$ cat src/hw/rtl/assert_macros.svh
// Assertion macros shared by the RTL of the background band detector.
// Depends on nothing; the checks vanish when SYNTHESIS is defined.
`ifndef ASSERT_MACROS_SVH
`define ASSERT_MACROS_SVH

`ifndef SYNTHESIS

// Same-cycle implication, disabled while reset is high.
`define ASSERT_IMPLIES(label, clk, rst, ante, cons) \
   label: assert property (@(posedge clk) disable iff (rst) (ante) |-> (cons)) \
      else $error("assertion failed: same-cycle implication");

// Next-cycle implication, disabled while reset is high.
`define ASSERT_NEXT(label, clk, rst, ante, cons) \
   label: assert property (@(posedge clk) disable iff (rst) (ante) |=> (cons)) \
      else $error("assertion failed: next-cycle implication");

`else

`define ASSERT_IMPLIES(label, clk, rst, ante, cons)
`define ASSERT_NEXT(label, clk, rst, ante, cons)

`endif

`endif

$ cat src/hw/rtl/bbd_pkg.sv
// Types and constants for the background band detector.
// Used by bbd_pixel_check and background_band_detector; depends on nothing.
`timescale 1ns / 1ps

package bbd_pkg;

   // Field widths fixed by the interface.
   localparam int CHAN_W   = 8;
   localparam int ROW_W    = 12;
   localparam int ABS_W    = 13;
   localparam int RUN_W    = 12;
   localparam int HEIGHT_W = 12;
   localparam int MARGIN_W = 12;
   localparam int WIDTH_W  = 13;
   localparam int CSR_IDX_W  = 3;
   localparam int CSR_DATA_W = 13;

   // Register indexes of the configuration port.
   localparam logic [CSR_IDX_W-1:0] REG_BAND_HEIGHT     = 3'd0;
   localparam logic [CSR_IDX_W-1:0] REG_COLOR_TOLERANCE = 3'd1;
   localparam logic [CSR_IDX_W-1:0] REG_BG_RED          = 3'd2;
   localparam logic [CSR_IDX_W-1:0] REG_BG_GREEN        = 3'd3;
   localparam logic [CSR_IDX_W-1:0] REG_BG_BLUE         = 3'd4;
   localparam logic [CSR_IDX_W-1:0] REG_EDGE_MARGIN     = 3'd5;
   localparam logic [CSR_IDX_W-1:0] REG_IMAGE_WIDTH     = 3'd6;

   // Register reset values.
   localparam logic [HEIGHT_W-1:0] RST_BAND_HEIGHT = 12'd16;
   localparam logic [CHAN_W-1:0]   RST_TOLERANCE   = 8'd16;
   localparam logic [CHAN_W-1:0]   RST_BG_CHANNEL  = 8'd255;
   localparam logic [MARGIN_W-1:0] RST_EDGE_MARGIN = 12'd0;
   localparam logic [WIDTH_W-1:0]  RST_IMAGE_WIDTH = 13'd1920;

   // The run counter sticks at its largest value.
   localparam logic [RUN_W-1:0] RUN_MAX = '1;

   typedef struct packed {
      logic [CHAN_W-1:0] tolerance;
      logic [CHAN_W-1:0] red;
      logic [CHAN_W-1:0] green;
      logic [CHAN_W-1:0] blue;
   } color_ref_type;

   typedef struct packed {
      logic [CHAN_W-1:0] red;
      logic [CHAN_W-1:0] green;
      logic [CHAN_W-1:0] blue;
   } pixel_type;

endpackage

$ cat src/hw/rtl/bbd_pixel_check.sv
// Compares one pixel against the background color within the tolerance.
// Depends on bbd_pkg.
`timescale 1ns / 1ps

module bbd_pixel_check (
   input  bbd_pkg::color_ref_type color_ref,
   input  bbd_pkg::pixel_type     pixel,
   output logic                   close
);

   function automatic logic chan_close(
      input logic [bbd_pkg::CHAN_W-1:0] value,
      input logic [bbd_pkg::CHAN_W-1:0] ref_value,
      input logic [bbd_pkg::CHAN_W-1:0] tol
   );
      logic [bbd_pkg::CHAN_W-1:0] diff;
      diff = (value > ref_value) ? (value - ref_value) : (ref_value - value);
      return diff <= tol;
   endfunction

   assign close = chan_close(pixel.blue,  color_ref.blue,  color_ref.tolerance) &&
                  chan_close(pixel.green, color_ref.green, color_ref.tolerance) &&
                  chan_close(pixel.red,   color_ref.red,   color_ref.tolerance);

endmodule

$ cat src/hw/rtl/background_band_detector.sv
// A pixel beat accepted into the input register is judged when it leaves that register; the
// result of the last pixel is loaded into the result register and presented on rsp_*.
// Throughput: one pixel per cycle, set by the combinational row/run update between the input
// register and the result register; only a last pixel waits while an older result is stalled.
// Reset (synchronous, active high) loads the register defaults and clears the region state.
`timescale 1ns / 1ps

`include "assert_macros.svh"

module background_band_detector #(
   parameter int MAX_WIDTH = 4096
) (
   input  logic                              clock,
   input  logic                              reset,

   // Pixel input channel.
   input  logic                              req_valid,
   output logic                              req_stall,
   input  logic [bbd_pkg::CHAN_W-1:0]        req_blue,
   input  logic [bbd_pkg::CHAN_W-1:0]        req_green,
   input  logic [bbd_pkg::CHAN_W-1:0]        req_red,
   input  logic [bbd_pkg::ROW_W-1:0]         req_first_row,
   input  logic                              req_last_pixel,

   // Result channel, one beat per region.
   output logic                              rsp_valid,
   input  logic                              rsp_stall,
   output logic                              rsp_found,
   output logic [bbd_pkg::ABS_W-1:0]         rsp_band_row,

   // Configuration write channel.
   input  logic                              csr_valid,
   output logic                              csr_ready,
   input  logic [bbd_pkg::CSR_IDX_W-1:0]     csr_index,
   input  logic [bbd_pkg::CSR_DATA_W-1:0]    csr_wdata
);

   // Column counter width follows the widest row; CW is wide enough to compare the
   // column, the margin and the clamped width without overflow.
   localparam int COL_W = $clog2(MAX_WIDTH);
   localparam int CW    = ((COL_W + 1) > bbd_pkg::WIDTH_W) ? (COL_W + 1) : bbd_pkg::WIDTH_W;
   localparam logic [CW-1:0] MAX_WIDTH_C = CW'(MAX_WIDTH);
   localparam logic [CW-1:0] ONE_C       = CW'(1);

   // ---------------------------------------------------------------------------------------
   // Configuration registers. The port never pushes back; writes to unknown indexes drop.
   // ---------------------------------------------------------------------------------------
   logic [bbd_pkg::HEIGHT_W-1:0] band_height_ff, band_height_in;
   logic [bbd_pkg::CHAN_W-1:0]   tolerance_ff, tolerance_in;
   logic [bbd_pkg::CHAN_W-1:0]   bg_red_ff, bg_red_in;
   logic [bbd_pkg::CHAN_W-1:0]   bg_green_ff, bg_green_in;
   logic [bbd_pkg::CHAN_W-1:0]   bg_blue_ff, bg_blue_in;
   logic [bbd_pkg::MARGIN_W-1:0] edge_margin_ff, edge_margin_in;
   logic [bbd_pkg::WIDTH_W-1:0]  image_width_ff, image_width_in;

   assign csr_ready = 1'b1;

   always_comb begin
      band_height_in = band_height_ff;
      tolerance_in   = tolerance_ff;
      bg_red_in      = bg_red_ff;
      bg_green_in    = bg_green_ff;
      bg_blue_in     = bg_blue_ff;
      edge_margin_in = edge_margin_ff;
      image_width_in = image_width_ff;
      if (csr_valid && csr_ready) begin
         unique case (csr_index)
            bbd_pkg::REG_BAND_HEIGHT:     band_height_in = csr_wdata[bbd_pkg::HEIGHT_W-1:0];
            bbd_pkg::REG_COLOR_TOLERANCE: tolerance_in   = csr_wdata[bbd_pkg::CHAN_W-1:0];
            bbd_pkg::REG_BG_RED:          bg_red_in      = csr_wdata[bbd_pkg::CHAN_W-1:0];
            bbd_pkg::REG_BG_GREEN:        bg_green_in    = csr_wdata[bbd_pkg::CHAN_W-1:0];
            bbd_pkg::REG_BG_BLUE:         bg_blue_in     = csr_wdata[bbd_pkg::CHAN_W-1:0];
            bbd_pkg::REG_EDGE_MARGIN:     edge_margin_in = csr_wdata[bbd_pkg::MARGIN_W-1:0];
            bbd_pkg::REG_IMAGE_WIDTH:     image_width_in = csr_wdata[bbd_pkg::WIDTH_W-1:0];
            default: begin
            end
         endcase
      end
   end

   always_ff @(posedge clock) begin
      if (reset) begin
         band_height_ff <= bbd_pkg::RST_BAND_HEIGHT;
         tolerance_ff   <= bbd_pkg::RST_TOLERANCE;
         bg_red_ff      <= bbd_pkg::RST_BG_CHANNEL;
         bg_green_ff    <= bbd_pkg::RST_BG_CHANNEL;
         bg_blue_ff     <= bbd_pkg::RST_BG_CHANNEL;
         edge_margin_ff <= bbd_pkg::RST_EDGE_MARGIN;
         image_width_ff <= bbd_pkg::RST_IMAGE_WIDTH;
      end else begin
         band_height_ff <= band_height_in;
         tolerance_ff   <= tolerance_in;
         bg_red_ff      <= bg_red_in;
         bg_green_ff    <= bg_green_in;
         bg_blue_ff     <= bg_blue_in;
         edge_margin_ff <= edge_margin_in;
         image_width_ff <= image_width_in;
      end
   end

   // ---------------------------------------------------------------------------------------
   // Input register. A beat in this stage always moves on, except a last pixel whose result
   // would overwrite a result that the sink is still stalling.
   // ---------------------------------------------------------------------------------------
   logic                        s1_valid_ff, s1_valid_in;
   bbd_pkg::pixel_type          s1_pixel_ff;
   logic [bbd_pkg::ROW_W-1:0]   s1_first_ff;
   logic                        s1_last_ff;
   logic                        req_accept;
   logic                        s1_go;

   logic                        rsp_valid_ff, rsp_valid_in;
   logic                        rsp_found_ff, rsp_found_in;
   logic [bbd_pkg::ABS_W-1:0]   rsp_band_row_ff, rsp_band_row_in;

   assign s1_go      = s1_valid_ff && !(s1_last_ff && rsp_valid_ff && rsp_stall);
   assign req_stall  = s1_valid_ff && !s1_go;
   assign req_accept = req_valid && !req_stall;

   always_comb begin
      if (req_accept) begin
         s1_valid_in = 1'b1;
      end else if (s1_go) begin
         s1_valid_in = 1'b0;
      end else begin
         s1_valid_in = s1_valid_ff;
      end
   end

   always_ff @(posedge clock) begin
      if (reset) begin
         s1_valid_ff <= 1'b0;
      end else begin
         s1_valid_ff <= s1_valid_in;
      end
   end

   always_ff @(posedge clock) begin
      if (req_accept) begin
         s1_pixel_ff <= '{red: req_red, green: req_green, blue: req_blue};
         s1_first_ff <= req_first_row;
         s1_last_ff  <= req_last_pixel;
      end
   end

   // ---------------------------------------------------------------------------------------
   // Region state and the per-pixel update.
   // ---------------------------------------------------------------------------------------
   logic [COL_W-1:0]            col_ff, col_in;
   logic [bbd_pkg::ABS_W-1:0]   row_offset_ff, row_offset_in;
   logic                        row_bg_ff, row_bg_in;
   logic [bbd_pkg::RUN_W-1:0]   run_ff, run_in;
   logic                        found_ff, found_in;
   logic [bbd_pkg::ABS_W-1:0]   start_ff, start_in;
   logic [bbd_pkg::ROW_W-1:0]   base_ff, base_in;
   logic                        started_ff, started_in;

   bbd_pkg::color_ref_type      color_ref;
   logic                        pixel_close;

   assign color_ref = '{tolerance: tolerance_ff, red: bg_red_ff,
                        green: bg_green_ff, blue: bg_blue_ff};

   bbd_pixel_check u_pixel_check (
      .color_ref (color_ref),
      .pixel     (s1_pixel_ff),
      .close     (pixel_close)
   );

   logic [CW-1:0]                width_c;
   logic [CW-1:0]                col_x;
   logic [CW-1:0]                margin_x;
   logic [bbd_pkg::HEIGHT_W-1:0] need;
   logic [bbd_pkg::ROW_W-1:0]    base_use;
   logic                         in_window;
   logic                         row_bg_now;
   logic                         row_end;
   logic [bbd_pkg::RUN_W-1:0]    run_next;
   logic                         found_next;
   logic [bbd_pkg::ABS_W-1:0]    start_next;

   always_comb begin
      // A zero width behaves as one column, and rows never exceed the column counter.
      width_c = CW'(image_width_ff);
      if (width_c == '0) begin
         width_c = ONE_C;
      end else if (width_c > MAX_WIDTH_C) begin
         width_c = MAX_WIDTH_C;
      end
      need     = (band_height_ff == '0) ? bbd_pkg::HEIGHT_W'(1) : band_height_ff;
      col_x    = CW'(col_ff);
      margin_x = CW'(edge_margin_ff);
      base_use = started_ff ? base_ff : s1_first_ff;

      // When the margins cover the whole row no pixel is inside the window.
      in_window = (col_x >= margin_x) && (margin_x < width_c) && (col_x < (width_c - margin_x));
      row_bg_now = row_bg_ff && (!in_window || pixel_close);
      // A last pixel closes the row even when the row is short.
      row_end = ((col_x + ONE_C) >= width_c) || s1_last_ff;

      run_next   = run_ff;
      found_next = found_ff;
      start_next = start_ff;
      if (row_end) begin
         if (row_bg_now) begin
            if (run_ff < bbd_pkg::RUN_MAX) begin
               run_next = run_ff + 1'b1;
            end
            if (!found_ff && (run_next >= need)) begin
               found_next = 1'b1;
               // The band is the run_next rows that end with the row that just closed.
               start_next = bbd_pkg::ABS_W'(base_use) + row_offset_ff + 1'b1
                            - bbd_pkg::ABS_W'(run_next);
            end
         end else begin
            run_next = '0;
         end
      end

      col_in        = col_ff;
      row_offset_in = row_offset_ff;
      row_bg_in     = row_bg_ff;
      run_in        = run_ff;
      found_in      = found_ff;
      start_in      = start_ff;
      base_in       = base_ff;
      started_in    = started_ff;
      if (s1_go) begin
         if (s1_last_ff) begin
            // End of region: the result leaves and the state starts over.
            col_in        = '0;
            row_offset_in = '0;
            row_bg_in     = 1'b1;
            run_in        = '0;
            found_in      = 1'b0;
            start_in      = '0;
            base_in       = '0;
            started_in    = 1'b0;
         end else begin
            started_in = 1'b1;
            base_in    = base_use;
            run_in     = run_next;
            found_in   = found_next;
            start_in   = start_next;
            if (row_end) begin
               col_in        = '0;
               row_offset_in = row_offset_ff + 1'b1;
               row_bg_in     = 1'b1;
            end else begin
               col_in    = COL_W'(col_x + ONE_C);
               row_bg_in = row_bg_now;
            end
         end
      end
   end

   always_ff @(posedge clock) begin
      if (reset) begin
         col_ff        <= '0;
         row_offset_ff <= '0;
         row_bg_ff     <= 1'b1;
         run_ff        <= '0;
         found_ff      <= 1'b0;
         start_ff      <= '0;
         base_ff       <= '0;
         started_ff    <= 1'b0;
      end else begin
         col_ff        <= col_in;
         row_offset_ff <= row_offset_in;
         row_bg_ff     <= row_bg_in;
         run_ff        <= run_in;
         found_ff      <= found_in;
         start_ff      <= start_in;
         base_ff       <= base_in;
         started_ff    <= started_in;
      end
   end

   // ---------------------------------------------------------------------------------------
   // Result register. It loads on a last pixel and empties when the sink takes the beat.
   // ---------------------------------------------------------------------------------------
   always_comb begin
      rsp_found_in    = rsp_found_ff;
      rsp_band_row_in = rsp_band_row_ff;
      if (s1_go && s1_last_ff) begin
         rsp_valid_in    = 1'b1;
         rsp_found_in    = found_next;
         rsp_band_row_in = found_next ? start_next : '0;
      end else if (rsp_valid_ff && !rsp_stall) begin
         rsp_valid_in = 1'b0;
      end else begin
         rsp_valid_in = rsp_valid_ff;
      end
   end

   always_ff @(posedge clock) begin
      if (reset) begin
         rsp_valid_ff <= 1'b0;
      end else begin
         rsp_valid_ff <= rsp_valid_in;
      end
   end

   always_ff @(posedge clock) begin
      rsp_found_ff    <= rsp_found_in;
      rsp_band_row_ff <= rsp_band_row_in;
   end

   assign rsp_valid    = rsp_valid_ff;
   assign rsp_found    = rsp_found_ff;
   assign rsp_band_row = rsp_band_row_ff;

   // ---------------------------------------------------------------------------------------
   // Checks.
   // ---------------------------------------------------------------------------------------
   // Input only stalls behind a held last pixel that has nowhere to put its result.
   `ASSERT_IMPLIES(a_stall_cause, clock, reset, req_stall,
                   s1_valid_ff && s1_last_ff && rsp_valid_ff && rsp_stall)
   // A region without a band reports row zero.
   `ASSERT_IMPLIES(a_row_zero, clock, reset, rsp_valid && !rsp_found, rsp_band_row == '0)
   // Closing a region leaves the state cleared for the next one.
   `ASSERT_NEXT(a_region_clear, clock, reset, s1_go && s1_last_ff,
                !started_ff && (col_ff == '0) && (row_offset_ff == '0) && !found_ff
                && rsp_valid)

endmodule

$ cat config.mk
export PLATFORM = sky130hd
export DESIGN_NAME = background_band_detector
export DESIGN_NICKNAME = d
export VERILOG_FILES = /design/src/hw/rtl/bbd_pkg.sv /design/src/hw/rtl/bbd_pixel_check.sv /design/src/hw/rtl/background_band_detector.sv
export VERILOG_INCLUDE_DIRS = /design/src /design/src/hw/rtl
export SDC_FILE = /design/constraint.sdc
export NUM_CORES = 1
export LEC_CHECK = 0
export BUFFER_PORTS_ARGS = -buffer_cell sky130_fd_sc_hd__buf_4
export CAP_MARGIN = 30
export CORE_MARGIN = 4
export CORE_UTILIZATION = 65
export DETAILED_ROUTE_END_ITERATION = 10
export GPL_TIMING_DRIVEN = 0
export MAX_ROUTING_LAYER = met4
export PLACE_DENSITY = 0.92
export SLEW_MARGIN = 25
export SYNTH_ARGS = -nofsm -noshare
export SYNTH_HDL_FRONTEND = slang
export SYNTH_HIERARCHICAL = 1
export SYNTH_SLANG_ARGS = --single-unit
$ cat constraint.sdc
create_clock -name clock -period 7.2 [get_ports clock]
set_clock_uncertainty 0.2 [all_clocks]
set_input_delay 1.08 -clock clock [delete_from_list [all_inputs] [get_ports clock]]
set_output_delay 1.08 -clock clock [all_outputs]
set_load 0.05 [all_outputs]
# Word level (Yosys, flattened, before mapping)
# Cells that the tools add are included.
[word_totals]
ff_bits = 187
word_cells = 124
[classes]
order_cmp = 13
eq_ne = 6
addsub = 13
reduce_logical = 35
mux = 33
[ops]
columns = ["op", "count"]
rows = [
  ["12-bit two-way mux", 11],
  ["13-bit two-way mux", 8],
  ["8-bit subtractor", 6],
  ["13-bit by 1-bit adder with 13-bit output, second input constant", 2],
  ["12-bit by 13-bit less-than comparator with 1-bit output", 2],
  ["13-bit by 12-bit subtractor with 13-bit output", 2],
  ["12-bit >= comparator", 2],
  ["8-bit > comparator", 3],
  ["8-bit <= comparator", 3],
  ["8-bit two-way mux", 3],
  ["2-bit AND reduction", 8],
  ["12-bit by 1-bit adder with 13-bit output, second input constant", 1],
  ["12-bit by 13-bit adder with 13-bit output", 1],
  ["13-bit >= comparator", 1],
  ["13-bit > comparator, second input constant", 1],
  ["1-bit logical AND", 13],
  ["13-bit logical NOT", 1],
  ["12-bit by 1-bit adder with 12-bit output, second input constant", 1],
  ["12-bit logical NOT", 1],
  ["12-bit less-than comparator, second input constant", 1],
  ["1-bit two-way mux", 11],
  ["3-bit equality test, second input constant", 3],
  ["3-bit by 2-bit equality test with 1-bit output, second input constant", 2],
  ["1-bit logical NOT", 6],
  ["other kinds (4)", 7],
]

# Longest topological paths before layout
# Gate-level depths: netlist of the first run.
[depth]
word_depth = 17
depth_mapped = 23
mapped_depth_nobuf = 21

# Hierarchy
# The synthesis of the first run kept the hierarchy.
[modules_own_cells]
columns = ["module", "seq_area_each_um2", "cells_per_inst", "n_inst", "area_per_inst_um2"]
rows = [
  ["background_band_detector", 4254.1, 1092, 1, 9985.8],
  ["bbd_pixel_check", 0.0, 327, 1, 2526.2],
]

# Worst setup path before layout of the first run
# OpenSTA, ideal clock, no wires.
[synth_path]
path_type = "register to register"
startpoint = "register image_width_ff[12] in the netlist's numbering"
endpoint = "register rsp_band_row_ff, in the netlist rsp_band_row[12], data pin"
setup_time_ps = 132
period_less_slack_ps = 4307
t_arrival_ps = 3976
path_stages_with_launch = 22
required_time_ps = 6868
slack_ps = 2893
path_buffers = 1
cell_sequence = "dfxtp_1 > inv_1 > clkbuf_1 > nand2_1 > inv_1 > ha_1 > nor2b_1 > o31ai_1 > nand2b_1 > a21o_2 > a21o_1 > a21oi_1 > xor2_1 > ha_1 > and3_1 > nand3_1 > a211o_1 > a31oi_1 > nand3_2 > and3_2 > nor3_1 > a22o_1"
[synth_via]
elab_chain_cells = 11
word_cells_on_any_way = 18
cone_classes = "add/sub (1); order compare (4); mux (6); reduce/logical (7)"
[synth_lines]
columns = ["element", "line_no", "rtl"]
rows = [
  ["from (decl)", "background_band_detector.sv:54", "logic [bbd_pkg::WIDTH_W-1:0] image_width_ff, image_width_in;"],
  ["from (signal assigned)", "background_band_detector.sv:89", "image_width_ff <= bbd_pkg::RST_IMAGE_WIDTH;"],
  ["from (signal assigned)", "background_band_detector.sv:97", "image_width_ff <= image_width_in;"],
  ["13-bit > comparator", "background_band_detector.sv:187", "end else if (width_c > MAX_WIDTH_C) begin"],
  ["13-bit two-way mux", "background_band_detector.sv:187", ""],
  ["13-bit two-way mux (*)", "background_band_detector.sv:185", "if (width_c == '0) begin"],
  ["13-bit by 12-bit subtractor with 13-bit output / 12-bit by 13-bit less-than comparator with 1-bit output (equally long branches)", "background_band_detector.sv:196", "in_window = (col_x >= margin_x) && (margin_x < width_c) && (col_x < (width_c - margin_x));"],
  ["12-bit by 13-bit less-than comparator with 1-bit output / 1-bit logical AND (equally long branches)", "background_band_detector.sv:196", ""],
  ["1-bit logical AND", "background_band_detector.sv:196", ""],
  ["1-bit logical NOT", "background_band_detector.sv:197", "row_bg_now = row_bg_ff && (!in_window || pixel_close);"],
  ["1-bit logical OR", "background_band_detector.sv:197", ""],
  ["1-bit logical AND", "background_band_detector.sv:197", ""],
  ["13-bit two-way mux / 1-bit two-way mux (equally long branches)", "background_band_detector.sv:205", "if (row_bg_now) begin"],
  ["13-bit two-way mux / 1-bit two-way mux (equally long branches)", "background_band_detector.sv:204", "if (row_end) begin"],
  ["to (signal assigned)", "background_band_detector.sv:306", "rsp_band_row_ff <= rsp_band_row_in;"],
  ["to (decl)", "background_band_detector.sv:114", "logic [bbd_pkg::ABS_W-1:0] rsp_band_row_ff, rsp_band_row_in;"],
]
# Every way passes the cells marked *; elsewhere a longest branch is shown, timed or not.
# A chain may end at the register's enable or synchronous reset.

# Worst setup path in the final report of the first run
[layout_path]
startpoint = "register image_width_ff[12] in the netlist's numbering"
endpoint = "register rsp_band_row_ff, in the netlist rsp_band_row[0], data pin"
# Same word-level chain as after synthesis.

==> results of run 1 <==
[layout by cell type (no fill, tap or decap), types with 34 or more instances in the layout]
cell	Yosys	routed
nand3b_1	50	50
a21oi_1	125	125
inv_1	119	119
ha_1	144	144
xnor2_1	35	35
nand2_1	223	223
clkbuf_1	31	34
nor2_1	47	46
buf_4	3	75
dfxtp_1	136	136
edfxtp_1	51	51
o21ai_0	61	61
[sequential cells by signal (all words and copies together), names as in the netlist, 12 cells and up]
name / flops
band_height_ff: 12
row_offset_ff: 13
image_width_ff: 13
s1_first_ff: 12
start_ff: 13
base_ff: 12
run_ff: 12
rsp_band_row: 13
col_ff: 12
edge_margin_ff: 12
s1_pixel_ff: 24
[power breakdown]
group,switching (mW),internal [mW],total (mW)
Sequential,0.0229,1.11,1.13
Combinational,0.300,0.214,0.515
Clock,0.428,0.491,0.919
[metrics by stage]
stage / setup WS (ns) / std cells / area [sq um] / utilization [%]
5_1_grt: 1.51 / 1784 / 14000 / 74.2
4_1_cts: 1.94 / 1784 / 14000 / 74.2
6_report: 1.89 / 1784 / 14000 / 74.2
3_3_place_gp: 2.13 / 1751 / 13400 / 71.0
2_1_floorplan: 2.89 / 1419 / 12500 / -
3_5_place_dp: 2.01 / 1752 / 13400 / 71.2
[logic make-up (layout without fill, tap and decap cells)]
family	after synthesis	after routing	share of synthesized area, %
muxes	34	34	2.87
xor gates and xnor gates	68	68	4.76
DFF	187	187	34.0
adders and majority gates	163	163	17.4
buffers and inverters	172	277	5.75
AOI/OAI and AO/OA	317	317	16.3
and+or+nand+nor	477	477	18.8
other	1	1	0.0300
[final timing paths]
check	start	endpoint	slack [ns]
hold reg to reg	base_ff[1]	base_ff[1]	0.26
setup reg to reg	image_width_ff[12]	rsp_band_row[0]	1.89
hold / removal	base_ff[1]	base_ff[1]	0.26
setup / recovery	image_width_ff[12]	rsp_band_row[0]	1.89
[per-layer routing]
layer / global-route usage (%) / share of wire [%] / up-vias
met5: - / 0 / -
met1: 37.3 / 42 / 5134
li1: - / - / 5177
met4: 11.0 / 3.4 / 0
met2: 49.3 / 48 / 455
met3: 5.83 / 7.1 / 105
[layout make-up]
type,count,area share (%)
clock buffers,22,3.48
well taps,260,2.33
inverters,120,3.22
plain buffers,52,1.93
clock inverters,10,0.573
multi-input cells,1060,54.0
repair buffers,73,4.01
flip-flops and latches,187,30.4
[critical path: stages (launching register included)]
cell and delay (ns):
dfxtp_1 0.41, inv_1 0.15, clkbuf_1 0.35, nand2_1 0.14, inv_1 0.14, ha_1 0.25
nor2b_1 0.15, o31ai_1 0.37, nand2b_1 0.12, a21o_2 0.24, a21o_1 0.17, a21oi_1 0.16
xor2_1 0.10, ha_1 0.29, and3_1 0.18, nand3_1 0.11, a211o_1 0.25, a31oi_1 0.20
nand3_2 0.24, a31oi_1 0.65, nand2_1 0.11, o21ai_0 0.17
==> flow_summary_export.csv, run 1 <==
group,metric,value,unit
synth,synthArstFlopShare,0,%
global_routing,first_global_vias,10661,
min_path,holdCritPathClass,"flop to flop",
floorplanning,boundaryPins,75,
critical_path,cp.arrival,5.39,ns
clock_network,path_clk_slew,0.07,ns
synth,synth_top_flop_cell,"dfxtp_1",
timing,drv_slew,0,
routing,routedWlPerCell,17.8,um
timing,tightest_slew,0.864,ns
routing,via_count,10871,
critical_path,end_kind,"flop",
power_and_ir_drop,p_per_area,184,nW/um^2
finish,antenna_cells,0,
floorplanning,dieHeight,147,um
power_and_ir_drop,p_total,2.57,mW
floorplanning,coreArea,18800,sq um
global_routing,grt_pass1_wl,51700,um
timing,max_freq,0.188,GHz
timing,rsz0062_at_grt,"false",
clock_network,post_cts_buffers,0,
routing,drtAntennaViolNets,0,
clock_network,ctsHoldBuffers,0,
run,cap_violations,0,
global_routing,antenna_found_initial,0,
synth,yosysMostFrequentCell,"nand2_1",
synth,synth_common_cells,"223 x nand2_1, 144 x ha_1, 136 x dfxtp_1",
timing,slew_headroom,41.8,%
synth,syn-instance-count,1419,
timing,finalSetupViolCount,0,
critical_path,worstSetupStartpointType,"flop",
finish,syn_to_final_growth,11.7,%
floorplanning,fp.dieW,147,um
synth,syn_avg_cell_area,8.82,sq um
routing,drt_iter0_drc,1114,
finish,num-fill-cells,1255,
clock_network,clock-sinks,187,
routing,dr.pass1.iters,8,
global_routing,groute.usage.overall,30.1,%
synth,syn_area,12500,sq um
critical_path,r2r_cells,21,
clock_network,cts_buffers,17,
timing,period_share,73.8,%
timing,post-route-min-period,5.31,ns
synth,ys_ff_latch,187,
clock_network,cts_tree,"done",
floorplanning,dieArea,21500,sq um
synth,ys_warn_count,6,
placement,gp_congestion,0.980,
clock_network,cts-htree-levels,4,
placement,port_buffers,72,
synth,synth.yosys.seq_area_share,34.0,%
finish,regArea,4250,sq um
global_routing,grt_overflow,0,
status,outcome,"finished clean",
critical_path,path_class,"flop to flop",
min_path,hold_path_depth,2,
routing,drt-total-wl,31700,um
finish,multi_input_area,7550,sq um
routing,vias_per_cell,6.09,
synth,synth-edff-count,51,
power_and_ir_drop,power.static_leakage,6.05,nW
synth,yosys.cell_types.count,69,
synth,netlist.area_leader.share,21.8,%
critical_path,crit_required,7.28,ns
power_and_ir_drop,peakVddDrop,0.000162,V
finish,nets,1732,
clock_network,cts_resized,0,
clock_network,clk_latency,0.44,ns
placement,dp_hpwl,23700,um
global_routing,grt_max_degree,25,
synth,synthTopCellsByArea,"dfxtp_1 22%, ha_1 14%, edfxtp_1 12%",
routing,drc_errors,0,
floorplanning,start_util,66.4,%
synth,yosysTopAreaCell,"dfxtp_1",
timing,tns,0,ns
floorplanning,rows,50,
timing,hold_ws,0.255,ns
finish,drive_gt1_share,10.6,%
synth,synth_nets,1640,
clock_network,cts_max_path_buffers,2,
critical_path,cp_max_fo,10,
clock_network,cts-root-buf,"clkbuf_16",
timing,hold_viol,0,
Note: power is estimated with default switching activity, not from simulation.
==> run 2, diff against run 1 <==
--- a/config.mk
+++ b/config.mk
@@ -9,11 +9,11 @@
 export BUFFER_PORTS_ARGS = -buffer_cell sky130_fd_sc_hd__buf_4
 export CAP_MARGIN = 30
 export CORE_MARGIN = 4
-export CORE_UTILIZATION = 65
+export CORE_UTILIZATION = 62
 export DETAILED_ROUTE_END_ITERATION = 10
 export GPL_TIMING_DRIVEN = 0
 export MAX_ROUTING_LAYER = met4
-export PLACE_DENSITY = 0.92
+export PLACE_DENSITY = 0.89
 export SLEW_MARGIN = 25
 export SYNTH_ARGS = -nofsm -noshare
 export SYNTH_HDL_FRONTEND = slang
==> constraint.sdc (replaced) <==
create_clock -name clock -period 5.2 [get_ports clock]
set_clock_uncertainty 0.2 [all_clocks]
set_input_delay 0.78 -clock clock [delete_from_list [all_inputs] [get_ports clock]]
set_output_delay 0.78 -clock clock [all_outputs]
set_load 0.05 [all_outputs]
==> flow_summary_export.csv, run 2 (synthesis gave the netlist of run 1 again) <==
group,metric,value,unit
timing,hold_viol,0,
finish,num-fill-cells,1469,
critical_path,cp_max_fo,4,
critical_path,end_kind,"flop",
global_routing,met1_usage,36.1,%
finish,drive_gt1_share,11.2,%
timing,max_freq,0.201,GHz
floorplanning,dieArea,22500,sq um
routing,vias_per_cell,6.08,
finish,layout_common_cells,"223 x nand2_1, 144 x ha_1, 135 x dfxtp_1",
floorplanning,dieHeight,150,um
floorplanning,rows,51,
clock_network,clock-sinks,187,
routing,dr.pass1.iters,5,
run,cap_violations,0,
floorplanning,fp.dieW,150,um
timing,finalSetupViolCount,0,
clock_network,ctsHoldBuffers,0,
finish,largest-register,"s1_pixel_ff",
timing,tightest_slew,0.810,ns
clock_network,cts_tree,"done",
power_and_ir_drop,power.static_leakage,6.06,nW
global_routing,grt_overflow,0,
global_routing,grt_util_met2,47.0,%
timing,hold_ws,0.253,ns
clock_network,clk_latency,0.44,ns
global_routing,top_usage_layer,"met2",
placement,dp_hpwl,23400,um
global_routing,first_global_vias,10485,
critical_path,path_class,"flop to flop",
floorplanning,coreArea,19700,sq um
min_path,hold_path_depth,2,
timing,post-route-min-period,4.98,ns
clock_network,cts-root-buf,"clkbuf_16",
power_and_ir_drop,peakVddDrop,0.000187,V
critical_path,crit_required,5.31,ns
routing,via_count,10886,
routing,drtAntennaViolNets,0,
placement,port_buffers,72,
clock_network,path_clk_slew,0.07,ns
timing,slew_headroom,45.4,%
finish,design_area,14000,sq um
critical_path,r2r_cells,21,
routing,drc_errors,0,
timing,rsz0062_at_grt,"false",
clock_network,cts_max_path_buffers,2,
floorplanning,start_util,63.7,%
min_path,holdCritPathClass,"flop to flop",
timing,drv_slew,0,
finish,syn_to_final_growth,12.0,%
global_routing,antenna_found_initial,0,
global_routing,groute.usage.overall,29.0,%
global_routing,gr-usage-met3,4.91,%
global_routing,grt_pass1_wl,50800,um
placement,gp_congestion,0.941,
global_routing,grt_max_degree,25,
finish,regArea,4260,sq um
placement,placed_area,13400,sq um
routing,routedWlPerCell,17.6,um
status,outcome,"finished clean",
routing,drt_iter0_drc,913,
finish,final_common_cell,"nand2_1",
floorplanning,boundaryPins,75,
finish,largest_reg_flops,24,
finish,multi_input_area,7560,sq um
finish,antenna_cells,0,
critical_path,worstSetupStartpointType,"flop",
routing,drt-total-wl,31600,um
critical_path,cp.arrival,5.09,ns
finish,nets,1733,
timing,period_share,95.8,%
clock_network,cts-htree-levels,4,
power_and_ir_drop,p_per_area,255,nW/um^2
clock_network,cts_buffers,17,
[run 2: changes by cell type in the layout (fill, tap and decap cells not counted), moves of 2 or more]
| cell | before | now |
|---|---|---|
| clkbuf_1 | 34 | 31 |
| buf_4 | 75 | 77 |
| clkinvlp_4 | 2 | 4 |
| inv_6 | 3 | 1 |
| inv_8 | 2 | 4 |
[run 2: timing repair]
action / CTS / global route
buffers inserted: 0 / 2
endpoints found under the setup margin: 8 / 26
pin swaps: 0 / 0
resized for setup: 1 / 4
[run 2: routing by layer]
metal,vias up,share of wire [%]
met5,-,0
met4,0,3.5
met3,100,7.1
met2,442,48
met1,5173,42
li1,5171,-
[run 2: through the flow]
step	total power [mW]	TNS (ns)	setup WS (ns)	cells	utilization, %
after floorplan	2.09	0	0.893	1419	-
after global placement	2.26	0	0.0649	1756	68.1
after detailed placement	2.29	-0.0827	-0.0496	1757	68.2
after CTS	3.55	0	0.0765	1788	71.1
after global routing	3.70	0	0.0157	1790	71.3
final	3.57	0	0.217	1790	71.3
[run 2: path summary, 6_finish.rpt]
kind / startpoint / to / slack [ns]
setup / recovery: image_width_ff[1] / rsp_band_row[11] / 0.22
hold / removal: base_ff[2] / base_ff[2] / 0.25
setup reg to reg: image_width_ff[1] / rsp_band_row[11] / 0.22
hold reg to reg: base_ff[2] / base_ff[2] / 0.25
[run 2: layout make-up]
cell class	count	share of cell area, %
repair buffers	75	4.11
flip-flops and latches	187	30.4
clock inverters	12	0.723
inverters	120	3.24
multi-input cells	1060	54.0
plain buffers	51	1.89
clock buffers	20	3.34
well taps	265	2.37
[run 2: power breakdown]
group / leakage (nW) / total, mW / internal (mW) / switching [mW]
registers: 1.58 / 1.57 / 1.54 / 0.0311
clock network: 0.276 / 1.28 / 0.667 / 0.612
logic: 4.20 / 0.721 / 0.297 / 0.423
[run 2: worst max-delay path, cell delays in order (launching register included)]
cell      delay (ns)
dfxtp_1         0.40
nor3_1          0.06
a31oi_1         0.16
nor2_1          0.10
inv_1           0.07
ha_1            0.16
inv_1           0.06
fa_1            0.41
a21o_1          0.21
a221oi_2        0.49
nand2_1         0.10
a21oi_1         0.16
xor2_1          0.09
ha_1            0.33
and3_1          0.20
nand3_1         0.13
a211o_1         0.29
a31oi_1         0.19
nand3_2         0.24
and3_2          0.32
nor3_2          0.27
a22o_1          0.19
